$ cat src/rtl/core/swq_pkg.sv
package swq_pkg;

    // Field widths fixed by the word format
    localparam int TICK_W = 63;
    localparam int KIND_W = 2;

    // Operation codes of an input word
    localparam logic OP_INSERT = 1'b0;
    localparam logic OP_TICK   = 1'b1;

    // Result kinds
    localparam logic [KIND_W-1:0] KIND_ACCEPT = 2'd0;
    localparam logic [KIND_W-1:0] KIND_REJECT = 2'd1;
    localparam logic [KIND_W-1:0] KIND_WOKEN  = 2'd2;

    // Write source and slot for the entry memory
    typedef enum logic [1:0] {
        WR_SHIFT     = 2'd0,   // move the entry read at k up to k+1
        WR_NEW_ABOVE = 2'd1,   // new sleeper goes to k+1
        WR_NEW_AT    = 2'd2    // new sleeper goes to k
    } swq_wr_sel_t;

    // Commands from the controller to the datapath
    typedef struct packed {
        logic              in_load;    // capture the accepted input word
        logic              k_load;     // k = count - 1
        logic              k_dec;      // k = k - 1
        logic              k_clear;    // k = 0
        logic              wr_en;
        swq_wr_sel_t       wr_sel;
        logic              count_inc;  // one sleeper added
        logic              pop;        // front sleeper removed
        logic              pend_load;  // hold front id as pending wake-up
        logic              res_load;   // load the result register
        logic [KIND_W-1:0] res_kind;
        logic              res_last;
    } swq_cmd_t;

    // Status from the datapath to the controller
    typedef struct packed {
        logic full;
        logic count_zero;
        logic k_zero;
        logic gt_wake;   // entry read is later than the inserted tick
        logic le_now;    // entry read is due at the current time
    } swq_status_t;

endpackage

$ cat src/rtl/core/swq_datapath.sv
module swq_datapath #(
    parameter int QUEUE_DEPTH = 16,
    parameter int ID_BITS     = 8
) (
    input  logic                           clk,
    input  logic                           rst_n,
    input  swq_pkg::swq_cmd_t              cmd,
    output swq_pkg::swq_status_t           status,
    input  logic [swq_pkg::TICK_W-1:0]     wake_tick,
    input  logic [ID_BITS-1:0]             sleeper_id,
    input  logic [swq_pkg::TICK_W-1:0]     now_tick,
    output logic [swq_pkg::KIND_W-1:0]     kind,
    output logic [ID_BITS-1:0]             woken_id,
    output logic                           last
);
    import swq_pkg::*;

    localparam int PTR_W     = $clog2(QUEUE_DEPTH);
    localparam int CNT_W     = $clog2(QUEUE_DEPTH + 1);
    localparam int MEM_DEPTH = 2 ** PTR_W;
    localparam int ENTRY_W   = TICK_W + ID_BITS;

    // Entry memory, circular, indexed from the head pointer
    logic [ENTRY_W-1:0] mem [MEM_DEPTH];
    logic [ENTRY_W-1:0] rd_data_reg;
    logic [PTR_W-1:0]   rd_addr;
    logic [PTR_W-1:0]   wr_addr;
    logic [ENTRY_W-1:0] wr_data;

    logic [PTR_W-1:0]   head_reg, head_next;
    logic [CNT_W-1:0]   count_reg, count_next;
    logic [PTR_W-1:0]   k_reg, k_next;
    logic [CNT_W-1:0]   count_m1;

    logic [TICK_W-1:0]  wake_reg, now_reg;
    logic [ID_BITS-1:0] id_reg;
    logic [ID_BITS-1:0] pend_id_reg;

    logic [KIND_W-1:0]  kind_reg;
    logic [ID_BITS-1:0] woken_id_reg;
    logic               last_reg;

    logic [TICK_W-1:0]  rd_tick;
    logic [ID_BITS-1:0] rd_id;

    assign rd_tick  = rd_data_reg[ENTRY_W-1:ID_BITS];
    assign rd_id    = rd_data_reg[ID_BITS-1:0];
    assign count_m1 = count_reg - CNT_W'(1);

    // Pointer and count updates
    always_comb
    begin
        head_next  = cmd.pop ? head_reg + PTR_W'(1) : head_reg;
        count_next = count_reg;
        if (cmd.count_inc)
        begin
            count_next = count_reg + CNT_W'(1);
        end
        else if (cmd.pop)
        begin
            count_next = count_m1;
        end
        k_next = k_reg;
        if (cmd.k_load)
        begin
            k_next = count_m1[PTR_W-1:0];
        end
        else if (cmd.k_dec)
        begin
            k_next = k_reg - PTR_W'(1);
        end
        else if (cmd.k_clear)
        begin
            k_next = '0;
        end
    end

    // Read address follows the next pointers, so the read data register holds the entry at the current pointers
    assign rd_addr = head_next + k_next;

    // Write slot and data
    always_comb
    begin
        case (cmd.wr_sel)
            WR_SHIFT:
            begin
                wr_addr = head_reg + k_reg + PTR_W'(1);
                wr_data = rd_data_reg;
            end
            WR_NEW_ABOVE:
            begin
                wr_addr = head_reg + k_reg + PTR_W'(1);
                wr_data = {wake_reg, id_reg};
            end
            WR_NEW_AT:
            begin
                wr_addr = head_reg + k_reg;
                wr_data = {wake_reg, id_reg};
            end
            default:
            begin
                wr_addr = head_reg + k_reg;
                wr_data = {wake_reg, id_reg};
            end
        endcase
    end

    always_ff @(posedge clk)
    begin
        if (cmd.wr_en)
        begin
            mem[wr_addr] <= wr_data;
        end
    end

    always_ff @(posedge clk)
    begin
        rd_data_reg <= mem[rd_addr];
    end

    // Control registers
    always_ff @(posedge clk or negedge rst_n)
    begin
        if (!rst_n)
        begin
            head_reg  <= '0;
            count_reg <= '0;
            k_reg     <= '0;
        end
        else
        begin
            head_reg  <= head_next;
            count_reg <= count_next;
            k_reg     <= k_next;
        end
    end

    // Captured input word and pending wake-up
    always_ff @(posedge clk)
    begin
        if (cmd.in_load)
        begin
            wake_reg <= wake_tick;
            now_reg  <= now_tick;
            id_reg   <= sleeper_id;
        end
        if (cmd.pend_load)
        begin
            pend_id_reg <= rd_id;
        end
    end

    // Result register
    always_ff @(posedge clk)
    begin
        if (cmd.res_load)
        begin
            kind_reg     <= cmd.res_kind;
            last_reg     <= cmd.res_last;
            woken_id_reg <= (cmd.res_kind == KIND_WOKEN) ? pend_id_reg : '0;
        end
    end

    assign kind     = kind_reg;
    assign woken_id = woken_id_reg;
    assign last     = last_reg;

    // Status back to the controller
    always_comb
    begin
        status.full       = (count_reg == CNT_W'(QUEUE_DEPTH));
        status.count_zero = (count_reg == '0);
        status.k_zero     = (k_reg == '0);
        status.gt_wake    = (rd_tick > wake_reg);
        status.le_now     = (rd_tick <= now_reg);
    end

`ifndef NO_ASSERTIONS
    a_count_bound: assert property (@(posedge clk) disable iff (!rst_n)
        count_reg <= CNT_W'(QUEUE_DEPTH))
        else $error("entry count beyond queue depth");

    a_no_insert_full: assert property (@(posedge clk) disable iff (!rst_n)
        cmd.count_inc |-> !status.full)
        else $error("insert committed on a full queue");

    a_no_pop_empty: assert property (@(posedge clk) disable iff (!rst_n)
        cmd.pop |-> !status.count_zero)
        else $error("pop from an empty queue");

    a_pop_count: assert property (@(posedge clk) disable iff (!rst_n)
        cmd.pop |=> count_reg == CNT_W'($past(count_reg) - CNT_W'(1)))
        else $error("pop did not decrement the count");

    a_no_write_on_pop: assert property (@(posedge clk) disable iff (!rst_n)
        !(cmd.wr_en && cmd.pop))
        else $error("memory write during a pop");
`endif

endmodule

$ cat src/rtl/core/swq_ctrl.sv
module swq_ctrl (
    input  logic                  clk,
    input  logic                  rst_n,
    input  logic                  item_valid,
    output logic                  item_ready,
    input  logic                  op,
    output logic                  result_valid,
    input  logic                  result_ready,
    output swq_pkg::swq_cmd_t     cmd,
    input  swq_pkg::swq_status_t  status
);
    import swq_pkg::*;

    typedef enum logic [4:0] {
        S_IDLE     = 5'b00001,
        S_INS_CMP  = 5'b00010,
        S_INS_HEAD = 5'b00100,
        S_TK_CHK   = 5'b01000,
        S_OUT_WAIT = 5'b10000
    } swq_state_t;

    swq_state_t state_reg, state_next;
    logic       pend_valid_reg, pend_valid_next;
    logic       ret_tick_reg, ret_tick_next;
    logic       due;

    assign due = !status.count_zero && status.le_now;

    // Next state and commands
    always_comb
    begin
        state_next      = state_reg;
        pend_valid_next = pend_valid_reg;
        ret_tick_next   = ret_tick_reg;
        cmd             = '0;
        cmd.wr_sel      = WR_NEW_AT;
        item_ready      = 1'b0;
        result_valid    = 1'b0;

        case (state_reg)
            S_IDLE:
            begin
                item_ready = 1'b1;
                if (item_valid)
                begin
                    cmd.in_load = 1'b1;
                    if (op == OP_INSERT)
                    begin
                        if (status.full)
                        begin
                            cmd.res_load  = 1'b1;
                            cmd.res_kind  = KIND_REJECT;
                            cmd.res_last  = 1'b1;
                            ret_tick_next = 1'b0;
                            state_next    = S_OUT_WAIT;
                        end
                        else if (status.count_zero)
                        begin
                            cmd.k_clear = 1'b1;
                            state_next  = S_INS_HEAD;
                        end
                        else
                        begin
                            cmd.k_load = 1'b1;
                            state_next = S_INS_CMP;
                        end
                    end
                    else
                    begin
                        cmd.k_clear     = 1'b1;
                        pend_valid_next = 1'b0;
                        state_next      = S_TK_CHK;
                    end
                end
            end

            // Walk down from the tail, moving later entries up one slot
            S_INS_CMP:
            begin
                cmd.wr_en = 1'b1;
                if (status.gt_wake)
                begin
                    cmd.wr_sel = WR_SHIFT;
                    if (status.k_zero)
                    begin
                        state_next = S_INS_HEAD;
                    end
                    else
                    begin
                        cmd.k_dec = 1'b1;
                    end
                end
                else
                begin
                    cmd.wr_sel    = WR_NEW_ABOVE;
                    cmd.count_inc = 1'b1;
                    cmd.res_load  = 1'b1;
                    cmd.res_kind  = KIND_ACCEPT;
                    cmd.res_last  = 1'b1;
                    ret_tick_next = 1'b0;
                    state_next    = S_OUT_WAIT;
                end
            end

            // New sleeper goes to the front slot
            S_INS_HEAD:
            begin
                cmd.wr_en     = 1'b1;
                cmd.wr_sel    = WR_NEW_AT;
                cmd.count_inc = 1'b1;
                cmd.res_load  = 1'b1;
                cmd.res_kind  = KIND_ACCEPT;
                cmd.res_last  = 1'b1;
                ret_tick_next = 1'b0;
                state_next    = S_OUT_WAIT;
            end

            // Pop due entries one ahead, so the last flag is known on emit
            S_TK_CHK:
            begin
                if (!pend_valid_reg)
                begin
                    if (due)
                    begin
                        cmd.pend_load   = 1'b1;
                        cmd.pop         = 1'b1;
                        pend_valid_next = 1'b1;
                    end
                    else
                    begin
                        state_next = S_IDLE;
                    end
                end
                else
                begin
                    cmd.res_load = 1'b1;
                    cmd.res_kind = KIND_WOKEN;
                    cmd.res_last = !due;
                    if (due)
                    begin
                        cmd.pend_load = 1'b1;
                        cmd.pop       = 1'b1;
                        ret_tick_next = 1'b1;
                    end
                    else
                    begin
                        pend_valid_next = 1'b0;
                        ret_tick_next   = 1'b0;
                    end
                    state_next = S_OUT_WAIT;
                end
            end

            S_OUT_WAIT:
            begin
                result_valid = 1'b1;
                if (result_ready)
                begin
                    state_next = ret_tick_reg ? S_TK_CHK : S_IDLE;
                end
            end

            default:
            begin
                state_next = S_IDLE;
            end
        endcase
    end

    always_ff @(posedge clk or negedge rst_n)
    begin
        if (!rst_n)
        begin
            state_reg      <= S_IDLE;
            pend_valid_reg <= 1'b0;
            ret_tick_reg   <= 1'b0;
        end
        else
        begin
            state_reg      <= state_next;
            pend_valid_reg <= pend_valid_next;
            ret_tick_reg   <= ret_tick_next;
        end
    end

`ifndef NO_ASSERTIONS
    a_wait_holds: assert property (@(posedge clk) disable iff (!rst_n)
        (state_reg == S_OUT_WAIT && !result_ready) |=> state_reg == S_OUT_WAIT)
        else $error("result dropped before it was taken");

    a_emit_has_pending: assert property (@(posedge clk) disable iff (!rst_n)
        (cmd.res_load && cmd.res_kind == KIND_WOKEN) |-> pend_valid_reg)
        else $error("wake-up emitted with no pending sleeper");

    a_return_tick: assert property (@(posedge clk) disable iff (!rst_n)
        (state_reg == S_OUT_WAIT && ret_tick_reg) |-> pend_valid_reg)
        else $error("tick resumes without a pending sleeper");
`endif

endmodule

$ cat src/rtl/core/sorted_wakeup_queue_top.sv
// Sorted wake-up queue: holds up to QUEUE_DEPTH sleepers ordered by wake tick,
// equal ticks leaving in arrival order. An insert word (op 0) returns one
// result, accepted or rejected when full; a tick word (op 1) returns one woken
// result per due sleeper in ascending order, the final one flagged by last,
// and no result when nothing is due. One word is handled at a time. Entries
// live in a single-port-write circular memory, so an insert walks down from
// the tail one slot per cycle, moving each later entry up (at most
// QUEUE_DEPTH - 1), then holds its one result until result_ready. A tick
// passes a check state and then a result state, held until result_ready,
// for each woken sleeper; a tick with nothing due leaves the check state
// with no result.
// Stored entries are not cleared after reset; no initialisation pass is run.
module sorted_wakeup_queue_top #(
    parameter int QUEUE_DEPTH = 16,
    parameter int ID_BITS     = 8
) (
    input  logic                          clk,
    input  logic                          rst_n,
    input  logic                          item_valid,
    output logic                          item_ready,
    input  logic                          op,
    input  logic [swq_pkg::TICK_W-1:0]    wake_tick,
    input  logic [ID_BITS-1:0]            sleeper_id,
    input  logic [swq_pkg::TICK_W-1:0]    now_tick,
    output logic                          result_valid,
    input  logic                          result_ready,
    output logic [swq_pkg::KIND_W-1:0]    kind,
    output logic [ID_BITS-1:0]            woken_id,
    output logic                          last
);
    import swq_pkg::*;

    swq_cmd_t    cmd;
    swq_status_t status;

    swq_ctrl u_ctrl (
        .clk          (clk),
        .rst_n        (rst_n),
        .item_valid   (item_valid),
        .item_ready   (item_ready),
        .op           (op),
        .result_valid (result_valid),
        .result_ready (result_ready),
        .cmd          (cmd),
        .status       (status)
    );

    swq_datapath #(
        .QUEUE_DEPTH (QUEUE_DEPTH),
        .ID_BITS     (ID_BITS)
    ) u_datapath (
        .clk        (clk),
        .rst_n      (rst_n),
        .cmd        (cmd),
        .status     (status),
        .wake_tick  (wake_tick),
        .sleeper_id (sleeper_id),
        .now_tick   (now_tick),
        .kind       (kind),
        .woken_id   (woken_id),
        .last       (last)
    );

endmodule
$ cat config.mk
export PLATFORM = sky130hd
export DESIGN_NAME = sorted_wakeup_queue_top
export DESIGN_NICKNAME = d
export VERILOG_FILES = /design/src/rtl/core/swq_pkg.sv /design/src/rtl/core/swq_datapath.sv /design/src/rtl/core/swq_ctrl.sv /design/src/rtl/core/sorted_wakeup_queue_top.sv
export SDC_FILE = /design/constraint.sdc
export NUM_CORES = 1
export LEC_CHECK = 0
export BUFFER_PORTS_ARGS = -buffer_cell sky130_fd_sc_hd__buf_2
export CAP_MARGIN = 20
export CORE_UTILIZATION = 55
export DETAILED_ROUTE_END_ITERATION = 8
export PLACE_DENSITY = 0.72
export SYNTH_ARGS = -nofsm -noshare
export SYNTH_HDL_FRONTEND = slang
export SYNTH_SLANG_ARGS = --single-unit
$ cat constraint.sdc
create_clock -name clk -period 18.05 [get_ports clk]
set_clock_uncertainty 0.05 [all_clocks]
set_input_delay 2.7075 -clock clk [delete_from_list [all_inputs] [get_ports clk]]
set_output_delay 2.7075 -clock clk [all_outputs]
set_load 0.05 [all_outputs]
==> impl_summary.log <==
[metrics] top cell type by total area after synthesis: sky130_fd_sc_hd__edfxtp_1
[metrics] setup slack of the most critical reg-to-reg path: 9.94 ns
[metrics] largest net degree at the start of global routing: 109
[metrics] Inserted Clock Buffers: 140
[metrics] clock tree from TritonCTS: done
[metrics] RePlAce Congestion: 0.811
[metrics] Pins Over Slew Limit: 0
[metrics] die outline area: 103000 µm²
[metrics] post-route antenna net violation count: 0
[metrics] number of input and output port buffers inserted: 151
[metrics] Initial Util: 55.8%
[metrics] share of synthesized cell area in full adder, half adder and majority cells: 3.13%
[metrics] share of cell area taken by muxes after synthesis: 18.4%
[metrics] number of remaining DRC errors: 0
[metrics] first-pass GRT wire length: 178000 µm
[metrics] non-filler cells, final: 4403
[metrics] start of the worst register-to-register path: u_datapath.now_reg[36]
[metrics] number of distinct library cells after synthesis: 76
[metrics] critical path data required time: 18.65 ns
[metrics] clock latency reported for the late side of the worst-skew pair: 0.74 ns
[metrics] leading cell type in the layout, fill and taps excluded: sky130_fd_sc_hd__edfxtp_1
[metrics] Worst Max-Slew Pin Slew: 1.15 ns
[metrics] average size of a mapped cell: 20.9 µm²
[metrics] Total Neg Setup Slack: 0 ns
[metrics] xor and xnor area share after synthesis: 0.359%
[metrics] number of max-capacitance violations reported: 0
[metrics] startpoint-to-endpoint class of the critical path: reg -> reg
[metrics] Initial DRC Count: 2707
[metrics] time the worst path needs with I/O delays and setup: 8.11 ns
[metrics] final count of hold timing violations: 0
[metrics] clk root buf: sky130_fd_sc_hd__clkbuf_16
[metrics] Post-layout nets: 3212
[metrics] endpoint of the worst register-to-register path: u_datapath.rd_data_reg[67]
[metrics] power density normalized to cell area: 186 nW/µm²
[metrics] via count of the first global-routing pass: 27600
[metrics] growth of design area from synthesis to finish: 12.4%
[metrics] count of clock tree sinks: 1380
[metrics] post-synthesis instance area: 56100 µm²
[metrics] number of enable flip-flop cells after synthesis: 1289
[metrics] start point of the critical path: u_datapath.now_reg[36]
[metrics] count of pins on the block boundary: 152
[metrics] total global-route track usage: 24.1%
[metrics] H-tree depth reported by CTS: 4
[metrics] Max clock buf depth: 3
[metrics] critical-path maximum fanout: 40
[metrics] Final Routed Wirelength: 122000 µm
[metrics] number of detailed-route iterations in the first pass: 5
[metrics] outcome: completed
[metrics] Worst slew margin: 22.8%
[metrics] half-perimeter wire length of the detailed placement result: 68100 µm
[metrics] data arrival time of the critical path: 8.71 ns
[metrics] vias after detailed routing: 26800
[metrics] peak clock frequency supported by timing: 0.123 GHz
[metrics] Post-Route Hold Slack: 0.393 ns
[metrics] Critical Path Source Type: register
[metrics] cells on worst reg2reg path: 21
[metrics] Total Power: 11800 µW
[metrics] DIE WIDTH: 321 µm
[metrics] gr ovfl total: 0
[metrics] endpoint of the worst hold-timing path: u_datapath.pend_id_reg[1]
[metrics] Reg clk slew, reported paths: 0.06 ns
[metrics] proportion of register bits with asynchronous set or reset after synthesis: 1.45%
[metrics] cts repair resizes: 0
[metrics] FP Rows: 116
[metrics] worst vdd ir: 0.234 mV
[metrics] Placed Cells incl. Taps: 4148
[metrics] Core Area: 101000 µm²
[metrics] kind of path behind the tightest hold check: reg -> reg
[metrics] warning count from the yosys run: 0
[metrics] P_leak: 0.0231 µW
[metrics] post-CTS setup repair buffer count: 0
[metrics] ranking of synthesized cells by area: sky130_fd_sc_hd__edfxtp_1 69%, sky130_fd_sc_hd__mux4_1 12%, sky130_fd_sc_hd__mux2i_1 3.8%
[metrics] CP Capture Type: register
[metrics] most used flip-flop cell after synthesis: sky130_fd_sc_hd__edfxtp_1
[metrics] routed length per instance: 27.8 µm
[metrics] combinational family with the most area after synthesis: multiplexers
[metrics] count of cells along the worst hold path: 0
[metrics] proportion of layout cells with a drive suffix above 1: 18.3%
[metrics] area share of and/or/nand/nor cells after synthesis: 1.86%
[metrics] number of flip-flops under the largest register name: 1136
[metrics] antenna diode count: 0
[metrics] antenna violations before repair: 1
[metrics] count of final setup violators: 0
[metrics] min-delay src: u_datapath.rd_data_reg[1]
[metrics] syn_nets: 2968
[metrics] fraction of the yosys area taken by sequential cells: 72.4%
[metrics] height of the die: 321 µm
[metrics] number of hold buffers added after CTS: 0
[metrics] crit share post-route: 44.9%
[metrics] commonest cells after routing, fill and taps aside: 1289 x sky130_fd_sc_hd__edfxtp_1, 252 x sky130_fd_sc_hd__mux4_1, 215 x sky130_fd_sc_hd__mux2i_1
[metrics] setup repair after global routing missed its margin: false
[metrics] Synth Area in Compound Gates: 1.68%
[metrics] synthesized instance count: 2690
[metrics] flip-flop and latch count after synthesis: 1380
[metrics] average vias per placed instance: 6.09
[metrics] proportion of netlist area held by the largest area contributor: 69.0%
-- per-layer routing --
metal / up-vias / global-route usage [%] / share of wire, % / wire [µm]
met5: - / 0 / 0 / 0
met4: 0 / 7.32 / 2.4 / 2950
met3: 169 / 4.17 / 6.5 / 7970
met2: 943 / 40.3 / 50 / 61200
met1: 14000 / 32.4 / 41 / 50300
li1: 11700 / - / - / -
-- synth_stat cells, drive strengths merged, types with 8 or more instances --
cell type,instances
clkbuf,42
a21oi,47
and3,12
buf,59
nor4,8
mux2,73
inv,144
nor2,41
dfrtp,19
nand2b,9
a21o,23
nand2,46
mux2i,215
xor2,10
o21ai,21
nor3,13
nand3,17
mux4,284
edfxtp,1289
a211oi,9
xnor2,10
dfxtp,71
nand4,25
ha,137
-- worst max-delay path: stages, from the launching register on --
cell and delay, ns:
sky130_fd_sc_hd__edfxtp_1 0.32, sky130_fd_sc_hd__inv_1 0.08, sky130_fd_sc_hd__ha_1 0.32, sky130_fd_sc_hd__nand4_1 0.17, sky130_fd_sc_hd__nor3_1 0.82, sky130_fd_sc_hd__and3_1 0.36
sky130_fd_sc_hd__o211ai_1 0.30, sky130_fd_sc_hd__nor3b_1 0.37, sky130_fd_sc_hd__a21boi_2 0.48, sky130_fd_sc_hd__nand2b_1 0.35, sky130_fd_sc_hd__clkinv_1 0.57, sky130_fd_sc_hd__mux2i_1 0.48
sky130_fd_sc_hd__inv_1 0.11, sky130_fd_sc_hd__ha_1 0.31, sky130_fd_sc_hd__a21o_1 0.18, sky130_fd_sc_hd__a21oi_1 0.19, sky130_fd_sc_hd__xor2_1 0.24, sky130_fd_sc_hd__xnor2_2 0.18
sky130_fd_sc_hd__xor2_4 0.15, sky130_fd_sc_hd__buf_4 0.65, sky130_fd_sc_hd__buf_4 0.93, sky130_fd_sc_hd__mux2i_1 0.32
-- cell families (layout without fill, tap and decap cells) --
group | count (synthesis) | count (layout)
buf+inv | 246 | 602
simple gates | 193 | 193
xor+xnor | 20 | 20
mux | 572 | 572
compound gates | 140 | 140
flops | 1380 | 1380
fa+ha+maj | 139 | 139
-- how the worst max path moves through the flow --
stage	to	slack, ns
6_report	u_datapath.rd_data_reg[67]	9.94
5_1_grt	u_datapath.rd_data_reg[23]	9.60
4_1_cts	u_datapath.rd_data_reg[60]	9.82
3_5_place_dp	u_datapath.rd_data_reg[60]	9.08
3_3_place_gp	u_datapath.rd_data_reg[61]	9.34
2_1_floorplan	u_datapath.rd_data_reg[10]	9.05
-- report_power, final --
| part | internal, µW | leakage (µW) | switching (µW) | total, µW |
|---|---|---|---|---|
| combinational | 2180 | 0.00834 | 2430 | 4620 |
| clock | 1710 | 0.00226 | 1170 | 2880 |
| sequential | 4070 | 0.0125 | 191 | 4260 |
-- through the flow --
step	cell area (µm²)	worst slack (ns)	util, %
6_report	63100	9.94	62.7
2_1_floorplan	56100	9.05	-
4_1_cts	63100	9.82	62.7
5_1_grt	63100	9.60	62.7
3_5_place_dp	58500	9.08	58.1
3_3_place_gp	58400	9.34	58.1
-- cell type report --
class	instances	area (µm²)
flip-flops and latches	1380	40600
fillers	6731	37500
multi-input cells	1064	14400
clock buffers	183	3870
well taps	1357	1700
repair buffers	203	1180
clock inverters	71	734
inverters	145	549
Power figures use the tool's default switching activity.
